==> config.mk <==
export PLATFORM = sky130hd
export DESIGN_NAME = decimal_string_to_int32
export DESIGN_NICKNAME = d
export VERILOG_FILES = /design/src/dsti_pkg.sv /design/src/dsti_step.sv /design/src/decimal_string_to_int32.sv
export SDC_FILE = /design/constraint.sdc
export NUM_CORES = 1
export LEC_CHECK = 0
export BUFFER_PORTS_ARGS = -buffer_cell sky130_fd_sc_hd__buf_2
export CAP_MARGIN = 20
export CELL_PAD_IN_SITES_DETAIL_PLACEMENT = 0
export CELL_PAD_IN_SITES_GLOBAL_PLACEMENT = 1
export CORE_UTILIZATION = 47
export DETAILED_ROUTE_END_ITERATION = 7
export HOLD_SLACK_MARGIN = 0.02
export PLACE_DENSITY = 0.8
export SYNTH_ARGS = -nofsm -noshare
export SYNTH_HDL_FRONTEND = slang
export SYNTH_SLANG_ARGS = --single-unit
export TNS_END_PERCENT = 20
==> constraint.sdc <==
create_clock -name clk_i -period 6.49 [get_ports clk_i]
set_input_delay 0.3245 -clock clk_i [delete_from_list [all_inputs] [get_ports clk_i]]
set_output_delay 0.3245 -clock clk_i [all_outputs]
set_load 0.02 [all_outputs]
==> src/dsti_pkg.sv <==
`timescale 1ns / 1ps

package dsti_pkg;

  // Widths fixed by the item fields
  localparam int unsigned CH_W    = 8;
  localparam int unsigned VALUE_W = 32;
  localparam int unsigned POS_W   = 12;

  // Offset saturation; also held to what the 12-bit field can carry
  localparam int unsigned OFFSET_MAX = 4095;
  localparam int unsigned POS_CAP    = (1 << POS_W) - 1;
  localparam int unsigned POS_LIMIT  = (OFFSET_MAX < POS_CAP) ? OFFSET_MAX : POS_CAP;

  // Character codes
  localparam logic [CH_W-1:0] CH_SPACE = 8'h20;
  localparam logic [CH_W-1:0] CH_MINUS = 8'h2D;
  localparam logic [CH_W-1:0] CH_ZERO  = 8'h30;
  localparam logic [CH_W-1:0] CH_NINE  = 8'h39;

  // Largest magnitude that can still take one more digit
  localparam logic [VALUE_W-1:0] MAG_LIMIT  = 32'd214748364;
  // Last digit allowed at MAG_LIMIT is below this (plus one when negative)
  localparam logic [3:0]         DIGIT_EDGE = 4'd8;

  localparam logic [VALUE_W-1:0] SAT_POS = 32'h7FFF_FFFF;
  localparam logic [VALUE_W-1:0] SAT_NEG = 32'h8000_0000;

  typedef enum logic [1:0] {
    PH_DONE   = 2'd0,
    PH_LEAD   = 2'd1,
    PH_SIGN   = 2'd2,
    PH_DIGITS = 2'd3
  } phase_e;

  typedef struct packed {
    phase_e             phase;
    logic               negative;
    logic [VALUE_W-1:0] magnitude;
    logic               overflow_seen;
    logic [POS_W-1:0]   position;
  } conv_state_t;

  typedef struct packed {
    logic [VALUE_W-1:0] value;
    logic [POS_W-1:0]   end_offset;
    logic               digits_found;
    logic               overflowed;
  } conv_result_t;

endpackage

==> src/dsti_step.sv <==
`timescale 1ns / 1ps

// One character of the conversion: next state and the optional result.
module dsti_step (
  input  dsti_pkg::conv_state_t  state_i,
  input  logic [7:0]             ch_i,
  input  logic                   start_req_i,
  output dsti_pkg::conv_state_t  state_o,
  output logic                   res_valid_o,
  output dsti_pkg::conv_result_t res_o
);
  import dsti_pkg::*;

  conv_state_t        cur;
  logic               is_digit;
  logic [3:0]         digit;
  logic               ovf_hit;
  logic [VALUE_W-1:0] mag_next;
  logic [POS_W-1:0]   pos_adv;
  logic [4:0]         digit_cap;

  assign is_digit  = (ch_i >= CH_ZERO) && (ch_i <= CH_NINE);
  assign digit     = ch_i[3:0];
  assign digit_cap = {1'b0, DIGIT_EDGE} + {4'd0, cur.negative};

  always_comb begin
    cur = state_i;
    if (start_req_i) begin
      cur.phase         = PH_LEAD;
      cur.negative      = 1'b0;
      cur.magnitude     = '0;
      cur.overflow_seen = 1'b0;
      cur.position      = '0;
    end
  end

  // Accumulate: x*10 as two shifts, sticky overflow freezes the magnitude
  assign ovf_hit  = !cur.overflow_seen && (cur.magnitude >= MAG_LIMIT) &&
                    ((cur.magnitude > MAG_LIMIT) || ({1'b0, digit} >= digit_cap));
  assign mag_next = (cur.magnitude << 3) + (cur.magnitude << 1) +
                    {{(VALUE_W-4){1'b0}}, digit};
  assign pos_adv  = (cur.position < POS_W'(POS_LIMIT)) ? cur.position + 1'b1
                                                       : POS_W'(POS_LIMIT);

  always_comb begin
    state_o     = cur;
    res_valid_o = 1'b0;
    res_o       = '0;
    unique case (cur.phase) inside
      PH_DONE: begin
      end
      PH_LEAD, PH_SIGN: begin
        if (cur.phase == PH_LEAD && ch_i == CH_SPACE) begin
          state_o.position = pos_adv;
        end else if (cur.phase == PH_LEAD && ch_i == CH_MINUS) begin
          state_o.negative = 1'b1;
          state_o.phase    = PH_SIGN;
          state_o.position = pos_adv;
        end else if (is_digit) begin
          state_o.phase         = PH_DIGITS;
          state_o.position      = pos_adv;
          state_o.overflow_seen = cur.overflow_seen | ovf_hit;
          if (!cur.overflow_seen && !ovf_hit) state_o.magnitude = mag_next;
        end else begin
          // no digits: all-zero result
          state_o.phase = PH_DONE;
          res_valid_o   = 1'b1;
        end
      end
      PH_DIGITS: begin
        if (is_digit) begin
          state_o.position      = pos_adv;
          state_o.overflow_seen = cur.overflow_seen | ovf_hit;
          if (!cur.overflow_seen && !ovf_hit) state_o.magnitude = mag_next;
        end else begin
          state_o.phase = PH_DONE;
          res_valid_o   = 1'b1;
          if (cur.overflow_seen) begin
            res_o.value = cur.negative ? SAT_NEG : SAT_POS;
          end else begin
            res_o.value = cur.negative ? (~cur.magnitude + 1'b1) : cur.magnitude;
          end
          res_o.end_offset   = cur.position;
          res_o.digits_found = 1'b1;
          res_o.overflowed   = cur.overflow_seen;
        end
      end
      default: begin
      end
    endcase
  end

endmodule

==> src/decimal_string_to_int32.sv <==
`timescale 1ns / 1ps

// Decimal text to signed 32-bit converter, one character per request. A
// request with start_req_i set begins a new conversion at offset 0; spaces
// are skipped, one minus sign is taken, then digits, and the first character
// that cannot continue the number yields one result (saturated on overflow,
// value and offset 0 when no digits). Throughput is one character per clock
// while the result side does not stall: each character is captured in an
// input register, then a single step of digit logic (shift-add by ten,
// overflow check) updates the conversion state and loads the result
// register, so a result passes through the input register and the result
// register before it is presented. While a result waits under out_stall_i,
// one more character can be captured; after that in_stall_o rises until the
// result is taken.
module decimal_string_to_int32 (
  input  logic               clk_i,
  input  logic               rst_ni,
  input  logic               in_valid_i,
  output logic               in_stall_o,
  input  logic [7:0]         ch_i,
  input  logic               start_req_i,
  output logic               out_valid_o,
  input  logic               out_stall_i,
  output logic signed [31:0] value_o,
  output logic [11:0]        end_offset_o,
  output logic               digits_found_o,
  output logic               overflowed_o
);
  import dsti_pkg::*;

  // input register
  logic            in_vld_q, in_vld_d;
  logic [CH_W-1:0] ch_q;
  logic            start_q;

  // conversion state
  conv_state_t state_q, state_d;

  // result register
  logic         out_vld_q, out_vld_d;
  conv_result_t res_q;

  logic         in_fire;
  logic         out_free;
  logic         proc_fire;
  logic         step_res_vld;
  conv_result_t step_res;

  // The held character only moves on when the result slot can take a result
  assign out_free   = !out_vld_q || !out_stall_i;
  assign proc_fire  = in_vld_q && out_free;
  assign in_stall_o = in_vld_q && !out_free;
  assign in_fire    = in_valid_i && !in_stall_o;

  assign in_vld_d  = in_fire || (in_vld_q && !proc_fire);
  assign out_vld_d = proc_fire ? step_res_vld : (out_vld_q && out_stall_i);

  dsti_step u_step (
    .state_i     (state_q),
    .ch_i        (ch_q),
    .start_req_i (start_q),
    .state_o     (state_d),
    .res_valid_o (step_res_vld),
    .res_o       (step_res)
  );

  always_ff @(posedge clk_i or negedge rst_ni) begin
    if (!rst_ni) begin
      in_vld_q  <= 1'b0;
      out_vld_q <= 1'b0;
      state_q   <= '{phase: PH_DONE, negative: 1'b0, magnitude: '0,
                     overflow_seen: 1'b0, position: '0};
    end else begin
      in_vld_q  <= in_vld_d;
      out_vld_q <= out_vld_d;
      if (proc_fire) state_q <= state_d;
    end
  end

  // payload registers, no reset
  always_ff @(posedge clk_i) begin
    if (in_fire) begin
      ch_q    <= ch_i;
      start_q <= start_req_i;
    end
    if (proc_fire && step_res_vld) res_q <= step_res;
  end

  assign out_valid_o    = out_vld_q;
  assign value_o        = signed'(res_q.value);
  assign end_offset_o   = res_q.end_offset;
  assign digits_found_o = res_q.digits_found;
  assign overflowed_o   = res_q.overflowed;

endmodule

==> out/results.ini, run 1 <==
[final_layout]
fillers = 1596
drive_above_1_share = 0.106
fin_nets = 1057
antenna_cells = 0
area_delta_synth_final_pct = 9.16

[yosys]
async_flop_share = 0.476
syn_avg_cell_area_um2 = 8.55
syn_inst = 950
ys.flop_type = edfxtp_1
synth_seq_area_share = 0.357
synth_nets = 1028
ys_ff_latch = 105
synthDistinctLibCells = 74
syn_area_um2 = 8130
ys_warn_count = 0
yosysTopAreaCell = edfxtp_1
ys_top_cells_by_area = edfxtp_1 20%, dfrtp_1 15%, ha_1 9.9%, nor2_1 5.7%, o21ai_0 4.6%
synth-edff-count = 55
yosysTopAreaCellShare = 0.203

[floorplanning]
fp-row-count = 47
die_w_um = 133
core_um2 = 16800
dieArea_um2 = 17800
start_util = 0.485
die_y_um = 133
ios = 61

[setup_path]
cp_slowest_cell = nand2_1
cp_max_fo = 57
arrival_ns = 4.41
cp_slowest_stage_delay_ns = 0.52
cp-end-kind = register
crit_type = register to register
crit_chain = buf_4 > nor2_1 > ha_1 > o41ai_1 > or4bb_1 > nor4_2 > o211a_4 > nand2_1 > a211o_1 > nand3_1
start_kind = register
critical_path_required_ns = 6.79

[drt]
viasPerCell = 5.90
drtIter0Drc = 584
drt_pass1_iterations = 5
vias = 7101
drt_wl_total_mm = 21.3
avgRoutedWirePerCell_um = 17.7
drc = 0
final_antenna_net_count = 0

[placed_design]
io_buffers = 60
gp_congestion = 0.885
post-place-ws_ns = 2.45
hpwl_mm = 15.9

[clock_tree]
cts-buffers-inserted = 9
cts_tree = yes
cts.repair.resized = 0
cts_hold_buffers = 0
cts_max_path_buffers = 2
clkLatencyLatePin_ns = 0.36
htreeDepth = 3
cts-root-buf = clkbuf_16
clkTransAtPathRegs_ns = 0.08
cts.sinks = 105
cts_setup_buffers = 0

[min_path]
hp-class = primary input to asynchronous set/reset pin

[timing]
rsz0062_at_grt = no
layout_setup_ws_ns = 2.38
fin_tns_setup_ns = 0
worstMarginPinSlew_ns = 0.898
setup_viol_count_final = 0
post-route-period-util = 0.634
timing.fmax_mhz = 243
slew_viol_final = 0
final.min_clock_period_ns = 4.11
max_slew_margin = 0.402
fin_worst_skew_ns = 0.0135
hold_violations = 0

[power]
cellPowerDensity_nw_per_um2 = 202
p_leak_nw = 3.92
ir_worst_vdd_mv = 0.141

[grt]
grt_pass1_wl_mm = 34.6
grt.total_usage = 0.246
antenna_found_initial = 0
grt_pass1_vias = 6380
grt_start_max_net_pins = 59
grt-ovfl-total = 0

[status]
status = complete, no violations

[flow_run]
drv_cap = 0

## area by class of cell
cell class	count	area (um^2)	area share
timing repair buffer	69	380	0.0429
tap	220	275	0.0310
clock inverter	6	57.6	0.00649
clock buffer	10	229	0.0258
sequential	105	2900	0.327
inverter	37	139	0.0157
multi-input combinational	757	4890	0.551
## critical path, delay by kind of cell, from the launching register on
family | cells | cell delay [ns]
fa+ha+maj | 1 | 0.29
simple gates | 5 | 1.57
buf+inv | 1 | 0.51
compound gates | 3 | 1.30
flops | 1 | 0.35
## power by group
part / internal (W) / switching [W] / leakage [nW]
sequential: 0.000786 / 0.0000241 / 1.22
combinational: 0.000128 / 0.000318 / 2.56
clock: 0.000270 / 0.000267 / 0.141
total: 0.00118 / 0.000608 / 3.92
## cell usage after synthesis, types with 5 or more instances
library cell,instances
o21ai_0,75
o21bai_1,5
nor2b_1,27
inv_1,36
nand3_1,20
nor3b_1,6
a21oi_1,59
nand4_1,7
nand2_1,97
nor3_1,26
a211oi_1,15
a22o_1,7
xor2_1,13
ha_1,64
o21ai_2,7
o31ai_1,6
and2_1,10
dfrtp_1,50
a21o_1,22
and3_1,10
clkbuf_1,46
mux2i_1,19
o21a_1,5
xnor2_1,16
nor4_1,5
nor2_1,123
nand2b_1,6
edfxtp_1,55
o22a_1,21
a31oi_1,8
or3_1,6
## cells by family after synthesis
family / share of synthesized area
muxes: 0.0248
buffers and inverters: 0.0423
adders and majority gates: 0.101
DFF: 0.357
and+or+nand+nor: 0.211
AOI/OAI and AO/OA: 0.233
xor gates and xnor gates: 0.0313
## flip-flops by register name, summed over array words and instances (netlist names)
signal	cells
state_q	48
value_o	32
end_offset_o	12
ch_q	8
digits_found_o	1
in_vld_q	1
out_valid_o	1
overflowed_o	1
start_q	1
## metrics by stage
step | util | instance area (um^2) | hold slack, ns | cells | power, W
global route | 0.529 | 8870 | 0.126 | 1204 | 0.00188
detailed placement | 0.512 | 8580 | 0.457 | 1188 | 0.00127
finish | 0.529 | 8870 | 0.0797 | 1204 | 0.00179
floorplan | - | 8130 | 0.0289 | 950 | 0.00113
global placement | 0.511 | 8560 | 0.455 | 1187 | 0.00126
CTS | 0.529 | 8870 | 0.112 | 1204 | 0.00180
## layer usage
layer | track usage | vias up | wire (um)
met4 | 0.0720 | 0 | 277
li1 | - | 3536 | -
met2 | 0.345 | 214 | 8770
met1 | 0.387 | 3333 | 11200
met5 | 0 | - | 0
met3 | 0.0316 | 18 | 1040
## cell usage in the layout (no fill, tap or decap), drive strengths merged, types with 13 or more instances in the layout
cell    instances
nor2          123
nand2          97
o21ai          86
buf            69
ha             64
a21oi          59
edfxtp         55
dfrtp          50
inv            40
nor2b          27
nor3           26
a21o           22
o22a           21
nand3          20
mux2i          19
xnor2          16
a211oi         15
xor2           13
## final timing paths
kind / from / end / slack [ns] / depth (start not counted)
setup / recovery: start_q$_DFFE_PP_ / state_q[44]$_DFFE_PN0P_ / 2.38 / 10
hold / removal: rst_ni / state_q[34]$_DFFE_PN0P_ / 0.08 / 2
setup reg to reg: start_q$_DFFE_PP_ / state_q[44]$_DFFE_PN0P_ / 2.38 / 10
hold reg to reg: state_q[47]$_DFFE_PN0P_ / state_q[47]$_DFFE_PN0P_ / 0.47 / 2
max in group asynchronous: rst_ni / state_q[10]$_DFFE_PN0P_ / 5.92 / 2
min in group clk_i: ch_i[3] / ch_q[3]$_DFFE_PP_ / 0.13 / 1
Power figures use the tool's default switching activity.
==> run 2: changes to the inputs <==
Settings changed: CORE_UTILIZATION 47 to 42, PLACE_DENSITY 0.8 to 0.76.
Clock period 6.49 ns to 3.76 ns, I/O delays scaled along.
==> run 2 against run 1 <==
Net effect:
- clock-buffer cell count grew 1
- clock power grew 73%
- largest cell class unchanged
- highest routed layer unchanged
- via count grew 3.9%
- design area grew 6.0%
- fmax grew 15%
- first-iteration DRC count grew 8.9%
- worst setup slack lost 2.2 ns
- sequential cell count is the same
- wire length grew 7.0%
- critical path type unchanged
- total power grew 77%
==> out/results.ini, run 2 (synthesized netlist as in run 1, its figures left out) <==
[setup_path]
critical_path_required_ns = 4.05  ; was 6.79 ns
crit_type = register to register  ; unchanged
start_kind = register  ; unchanged
cp_common_cell = nand2_1
cp_max_fo = 18  ; was 57
cp-end-kind = register  ; unchanged
cp_slowest_stage_delay_ns = 0.57  ; was 0.52 ns
crit_chain = buf_12 > buf_4 > and3b_1 > nand2_1 > or4_1 > o41a_1 > o211ai_2 > nand2_1 > o21ai_0 > a22o_1  ; was buf_4 > nor2_1 > ha_1 > o41ai_1 > or4bb_1 > nor4_2 > o211a_4 > nand2_1 > a211o_1 > nand3_1
cp_slowest_cell = or4_1  ; was nand2_1
arrival_ns = 3.87  ; was 4.41 ns

[grt]
antenna_found_initial = 0  ; unchanged
grt_pass1_vias = 6708  ; was 6380
grt_pass1_wl_mm = 37.0  ; was 34.6 mm
grt-ovfl-total = 0  ; unchanged
grt.total_usage = 0.236  ; was 0.246
grt_start_max_net_pins = 59  ; unchanged

[power]
p_leak_nw = 4.23  ; was 3.92 nW
cellPowerDensity_nw_per_um2 = 338  ; was 202 nW/um^2
p_total_w = 0.00317  ; was 0.00179 W
ir_worst_vdd_mv = 0.162  ; was 0.141 mV

[placed_design]
gp_congestion = 0.906  ; was 0.885
placed_area_um2 = 8990  ; was 8580 um^2
io_buffers = 60  ; unchanged
hpwl_mm = 17.3  ; was 15.9 mm
post-place-ws_ns = 0.146  ; was 2.45 ns

[clock_tree]
clkLatencyLatePin_ns = 0.36  ; about the same
clkTransAtPathRegs_ns = 0.07  ; was 0.08 ns
cts-root-buf = clkbuf_16  ; unchanged
cts_max_path_buffers = 2  ; unchanged
cts_setup_buffers = 0  ; unchanged
htreeDepth = 3  ; unchanged
cts-buffers-inserted = 9  ; unchanged
cts.sinks = 105  ; unchanged
cts_tree = yes  ; unchanged

[final_layout]
drive_above_1_share = 0.147  ; was 0.106
fin_area_um2 = 9400  ; was 8870 um^2
layout_commonest_cell = nor2_1  ; unchanged
fillers = 1814  ; was 1596
area_delta_synth_final_pct = 15.7  ; was 9.16%
largest_register_ffs = 48  ; unchanged
fin_nets = 1113  ; was 1057
post-route-util = 0.499  ; was 0.529
antenna_cells = 0  ; unchanged
final_cell_mix = 121 x nor2_1, 97 x nand2_1, 75 x o21ai_0, 64 x ha_1, 60 x buf_2  ; was 122 x nor2_1, 97 x nand2_1, 75 x o21ai_0, 64 x ha_1, 60 x buf_2
largest_register = state_q  ; unchanged

[drt]
drt_wl_total_mm = 22.8  ; was 21.3 mm
wl_met3_mm = 1.11  ; was 1.04 mm
top_layer = met4  ; unchanged
viasPerCell = 5.67  ; was 5.90
drc = 0  ; unchanged
met1_length_mm = 11.8  ; was 11.2 mm
drt_pass1_iterations = 5  ; unchanged
avgRoutedWirePerCell_um = 17.5  ; was 17.7 um
vias = 7376  ; was 7101
met2WireLength_mm = 9.51  ; was 8.77 mm
drtIter0Drc = 636  ; was 584
final_antenna_net_count = 0  ; unchanged

[timing]
max_slew_margin = 0.376  ; was 0.402
rsz0062_at_grt = yes  ; was no
timing.fmax_mhz = 279  ; was 243 MHz
worstMarginPinSlew_ns = 0.929  ; was 0.898 ns
post-route-period-util = 0.954  ; was 0.634
setup_viol_count_final = 0  ; unchanged
fin_worst_skew_ns = 0.0159  ; was 0.0135 ns
layout_setup_ws_ns = 0.172  ; was 2.38 ns
hold_violations = 0  ; unchanged
final.min_clock_period_ns = 3.59  ; was 4.11 ns
slew_viol_final = 0  ; unchanged

[floorplanning]
dieArea_um2 = 19900  ; was 17800 um^2
die_y_um = 141  ; was 133 um
core_um2 = 18800  ; was 16800 um^2
die_w_um = 141  ; was 133 um
ios = 61  ; unchanged
fp-row-count = 50  ; was 47
start_util = 0.431  ; was 0.485

[flow_run]
drv_cap = 0  ; unchanged

[min_path]
hp-class = primary input to register  ; was primary input to asynchronous set/reset pin

[status]
status = complete, no violations  ; unchanged

## run 2: power breakdown
part	total, W	internal [W]	leakage, nW	switching (W)
Clock	0.000931	0.000481	0.140	0.000450
Sequential	0.00140	0.00136	1.22	0.0000413
Combinational	0.000843	0.000267	2.86	0.000575
## run 2: final timing paths
check	to	start	cells after the start	slack, ns
hold reg to reg	state_q[47]$_DFFE_PN0P_	state_q[47]$_DFFE_PN0P_	2	0.48
setup reg to reg	state_q[33]$_DFFE_PN0P_	start_q$_DFFE_PP_	10	0.17
max in group asynchronous	state_q[38]$_DFFE_PN0P_	rst_ni	3	2.49
setup / recovery	state_q[33]$_DFFE_PN0P_	start_q$_DFFE_PP_	10	0.17
hold / removal	start_q$_DFFE_PP_	start_req_i	1	0.04
min in group asynchronous	state_q[3]$_DFFE_PN0P_	rst_ni	2	0.46
## run 2: routing by layer
layer,track usage,up-vias
met1,0.371,3449
met4,0.0606,0
met2,0.338,240
met5,0,-
met3,0.0285,20
li1,-,3667
## run 2: area by class of cell
type	count	area [um^2]	share of cell area
Inverter	37	139	0.0148
Clock inverter	5	47.5	0.00506
Clock buffer	11	243	0.0258
Multi-Input combinational cell	757	4900	0.522
Sequential cell	105	2900	0.309
Timing Repair Buffer	125	838	0.0892
Tap cell	260	325	0.0346
## run 2: critical path: cells and delay by family, from the launching register on
family / cells / cell delay (ns)
and+or+nand+nor: 4 / 1.16
buffers and inverters: 2 / 0.38
DFF: 1 / 0.50
AOI/OAI and AO/OA: 4 / 1.47
## run 2: repair_timing
action,CTS,global route
gates resized for setup,0,5
endpoints found under the hold margin,42,0
endpoints found under the setup margin,0,9
hold buffers,10,0
## run 2: metrics by stage
step           hold WS [ns]  setup TNS, ns  cells
2_1_floorplan        -0.108         -0.784    950
3_3_place_gp          0.345              0   1274
3_5_place_dp          0.337              0   1274
4_1_cts              0.0332              0   1300
5_1_grt              0.0273        -0.0211   1300
6_report             0.0412              0   1300
==> run 3: changes to the inputs <==
Settings changed: REMOVE_ABC_BUFFERS set to 1.
==> run 3 against run 2 <==
Net effect:
- utilization down 0.29 points
- sequential power hardly changed
- total power rose by 0.32%
- clock skew rose by 0.0011 ns
- highest routed layer unchanged
- largest cell class unchanged
- critical path depth is 3 higher
- global-route usage shrank 0.54 points
- first-iteration DRC count down 11%
- non-clock buffer count decreased by 7
- sequential cell count did not move
- sequential share of layout area is 0.18 points higher
- wire length down 2.0%
==> out/results.ini, run 3 (synthesized netlist as in run 1, its figures left out) <==
[timing]
timing.fmax_mhz = 281  ; was 279 MHz
worstMarginPinSlew_ns = 0.770  ; was 0.929 ns
fin_worst_skew_ns = 0.0170  ; was 0.0159 ns
max_slew_margin = 0.485  ; was 0.376
hold_violations = 0  ; unchanged
rsz0062_at_grt = no  ; was yes
setup_viol_count_final = 0  ; unchanged
layout_setup_ws_ns = 0.204  ; was 0.172 ns
slew_viol_final = 0  ; unchanged
worst_hold_slack_ns = 0.0497  ; was 0.0412 ns
final.min_clock_period_ns = 3.56  ; was 3.59 ns
post-route-period-util = 0.946  ; was 0.954

[floorplanning]
die_w_um = 141  ; unchanged
die_y_um = 141  ; unchanged
start_util = 0.431  ; unchanged
ios = 61  ; unchanged
dieArea_um2 = 19900  ; unchanged
fp-row-count = 50  ; unchanged
core_um2 = 18800  ; unchanged

[clock_tree]
cts_tree = yes  ; unchanged
clkLatencyLatePin_ns = 0.36  ; about the same
cts.sinks = 105  ; unchanged
cts_setup_buffers = 0  ; unchanged
cts-buffers-inserted = 9  ; unchanged
clkTransAtPathRegs_ns = 0.08  ; was 0.07 ns
cts_max_path_buffers = 2  ; unchanged
cts-root-buf = clkbuf_16  ; unchanged
htreeDepth = 3  ; unchanged

[power]
p_switching_w = 0.00108  ; was 0.00107 W
p_total_w = 0.00318  ; was 0.00317 W
ir_worst_vdd_mv = 0.226  ; was 0.162 mV
cellPowerDensity_nw_per_um2 = 341  ; was 338 nW/um^2
p_leak_nw = 4.18  ; was 4.23 nW
internal-power_w = 0.00210  ; was 0.00211 W
pwr-share-clk = 0.298  ; was 0.294
combPwrFrac = 0.263  ; was 0.266
netSwitchingFraction = 0.339  ; was 0.336
seqPwrFrac = 0.439  ; was 0.441

[placed_design]
gp_congestion = 0.921  ; was 0.906
placed_area_um2 = 8940  ; was 8990 um^2
io_buffers = 60  ; unchanged
dp_cells = 1267  ; was 1274
hpwl_mm = 16.8  ; was 17.3 mm
post-place-ws_ns = 0.120  ; was 0.146 ns

[min_path]
holdPathStages = 1  ; unchanged
min-delay-start = start_req_i  ; unchanged
hold_end = start_q$_DFFE_PP_  ; unchanged
hp-class = primary input to register  ; unchanged

[setup_path]
reg2reg_depth = 13  ; was 10
cp_max_fo = 18  ; unchanged
arrival_ns = 3.85  ; was 3.87 ns
r2r_slack_ns = 0.20  ; was 0.17 ns
crit_type = register to register  ; unchanged
r2r-start = start_q$_DFFE_PP_  ; unchanged
critical_path_required_ns = 4.06  ; was 4.05 ns
r2r_end = state_q[44]$_DFFE_PN0P_  ; was state_q[33]$_DFFE_PN0P_
cp-end-kind = register  ; unchanged
start_kind = register  ; unchanged

[status]
status = complete, no violations  ; unchanged

[grt]
grt_pass1_vias = 6644  ; was 6708
antenna_found_initial = 0  ; unchanged
grt.total_usage = 0.231  ; was 0.236
grt_pass1_wl_mm = 36.4  ; was 37.0 mm
grt-ovfl-total = 0  ; unchanged
grt_start_max_net_pins = 58  ; was 59

[final_layout]
area_delta_synth_final_pct = 15.0  ; was 15.7%
seqCellArea_um2 = 2900  ; unchanged
largest_register = state_q  ; unchanged
fin_area_um2 = 9350  ; was 9400 um^2
layout_commonest_cell = nor2_1  ; unchanged
fin_nets = 1106  ; was 1113
antenna_cells = 0  ; unchanged
final_cell_mix = 121 x nor2_1, 97 x nand2_1, 75 x o21ai_0, 64 x ha_1, 60 x buf_2  ; unchanged
drive_above_1_share = 0.143  ; was 0.147
largest_register_ffs = 48  ; unchanged
multi_input_area_um2 = 4900  ; about the same
finalNonFillerCells = 1293  ; was 1300
fillers = 1832  ; was 1814

[drt]
drt_wl_total_mm = 22.3  ; was 22.8 mm
drtIter0Drc = 564  ; was 636
vias = 7232  ; was 7376
avgRoutedWirePerCell_um = 17.3  ; was 17.5 um
viasPerCell = 5.59  ; was 5.67
drc = 0  ; unchanged
final_antenna_net_count = 0  ; unchanged
drt_pass1_iterations = 7  ; was 5

[flow_run]
drv_cap = 0  ; unchanged

==> run 3: per-stage QoR <==
step | setup TNS, ns | util
finish | 0 | 0.496
global route | 0 | 0.496
CTS | 0 | 0.496
detailed placement | 0 | 0.475
global placement | 0 | 0.475
floorplan | -88.59 | -
==> run 3: worst max-delay path by stage <==
stage                            startpoint                      endpoint  slack, ns  depth (start not counted)
after global placement    start_q$_DFFE_PP_       state_q[43]$_DFFE_PN0P_       0.20                         16
after floorplan           start_q$_DFFE_PP_  digits_found_o$_SDFFCE_PN0P_      -1.63                          7
final                     start_q$_DFFE_PP_       state_q[44]$_DFFE_PN0P_       0.20                         13
after CTS                 start_q$_DFFE_PP_       state_q[41]$_DFFE_PN0P_        0.1                         15
after global routing      start_q$_DFFE_PP_       state_q[31]$_DFFE_PN0P_       0.01                         16
after detailed placement  start_q$_DFFE_PP_       state_q[41]$_DFFE_PN0P_       0.12                         15
==> run 3: cell type report <==
class	instances	area share
Multi-Input combinational cell	757	0.524
Sequential cell	105	0.311
Timing Repair Buffer	118	0.0841
Tap cell	260	0.0348
Clock buffer	10	0.0256
Inverter	37	0.0149
Clock inverter	6	0.00589
==> run 3: metal layers <==
metal / routed length, um / share of wire / track usage / vias up
met5: 0 / 0 / 0 / -
met4: 272 / 0.012 / 0.0578 / 0
met3: 1030 / 0.046 / 0.0207 / 18
met2: 9440 / 0.42 / 0.334 / 203
met1: 11600 / 0.52 / 0.364 / 3373
li1: - / - / - / 3638
==> run 3: timing repair <==
item,CTS,global route
resized for setup,0,5
setup endpoints to repair,0,11
hold buffers,10,0
endpoints found under the hold margin,59,0
==> run 3: worst max-delay path, stage by stage (launching register included) <==
cell and delay [ns]:
edfxtp_1 0.46, buf_4 0.21, buf_4 0.17, nor2_1 0.14, ha_1 0.25, o41ai_1 0.25
buf_4 0.18, or4bb_1 0.41, nor4_2 0.41, o211a_4 0.37, nand2_1 0.08, buf_4 0.23
a211o_1 0.26, nand3_1 0.08
==> run 3: power groups by stage <==
stage / clock network (W) / logic (W) / registers, W
after global routing: 0.00101 / 0.000906 / 0.00141
after floorplan: 0 / 0.000368 / 0.00157
after CTS: 0.000968 / 0.000837 / 0.00140
after detailed placement: 0 / 0.000826 / 0.00142
after global placement: 0 / 0.000825 / 0.00142
final: 0.000949 / 0.000836 / 0.00140
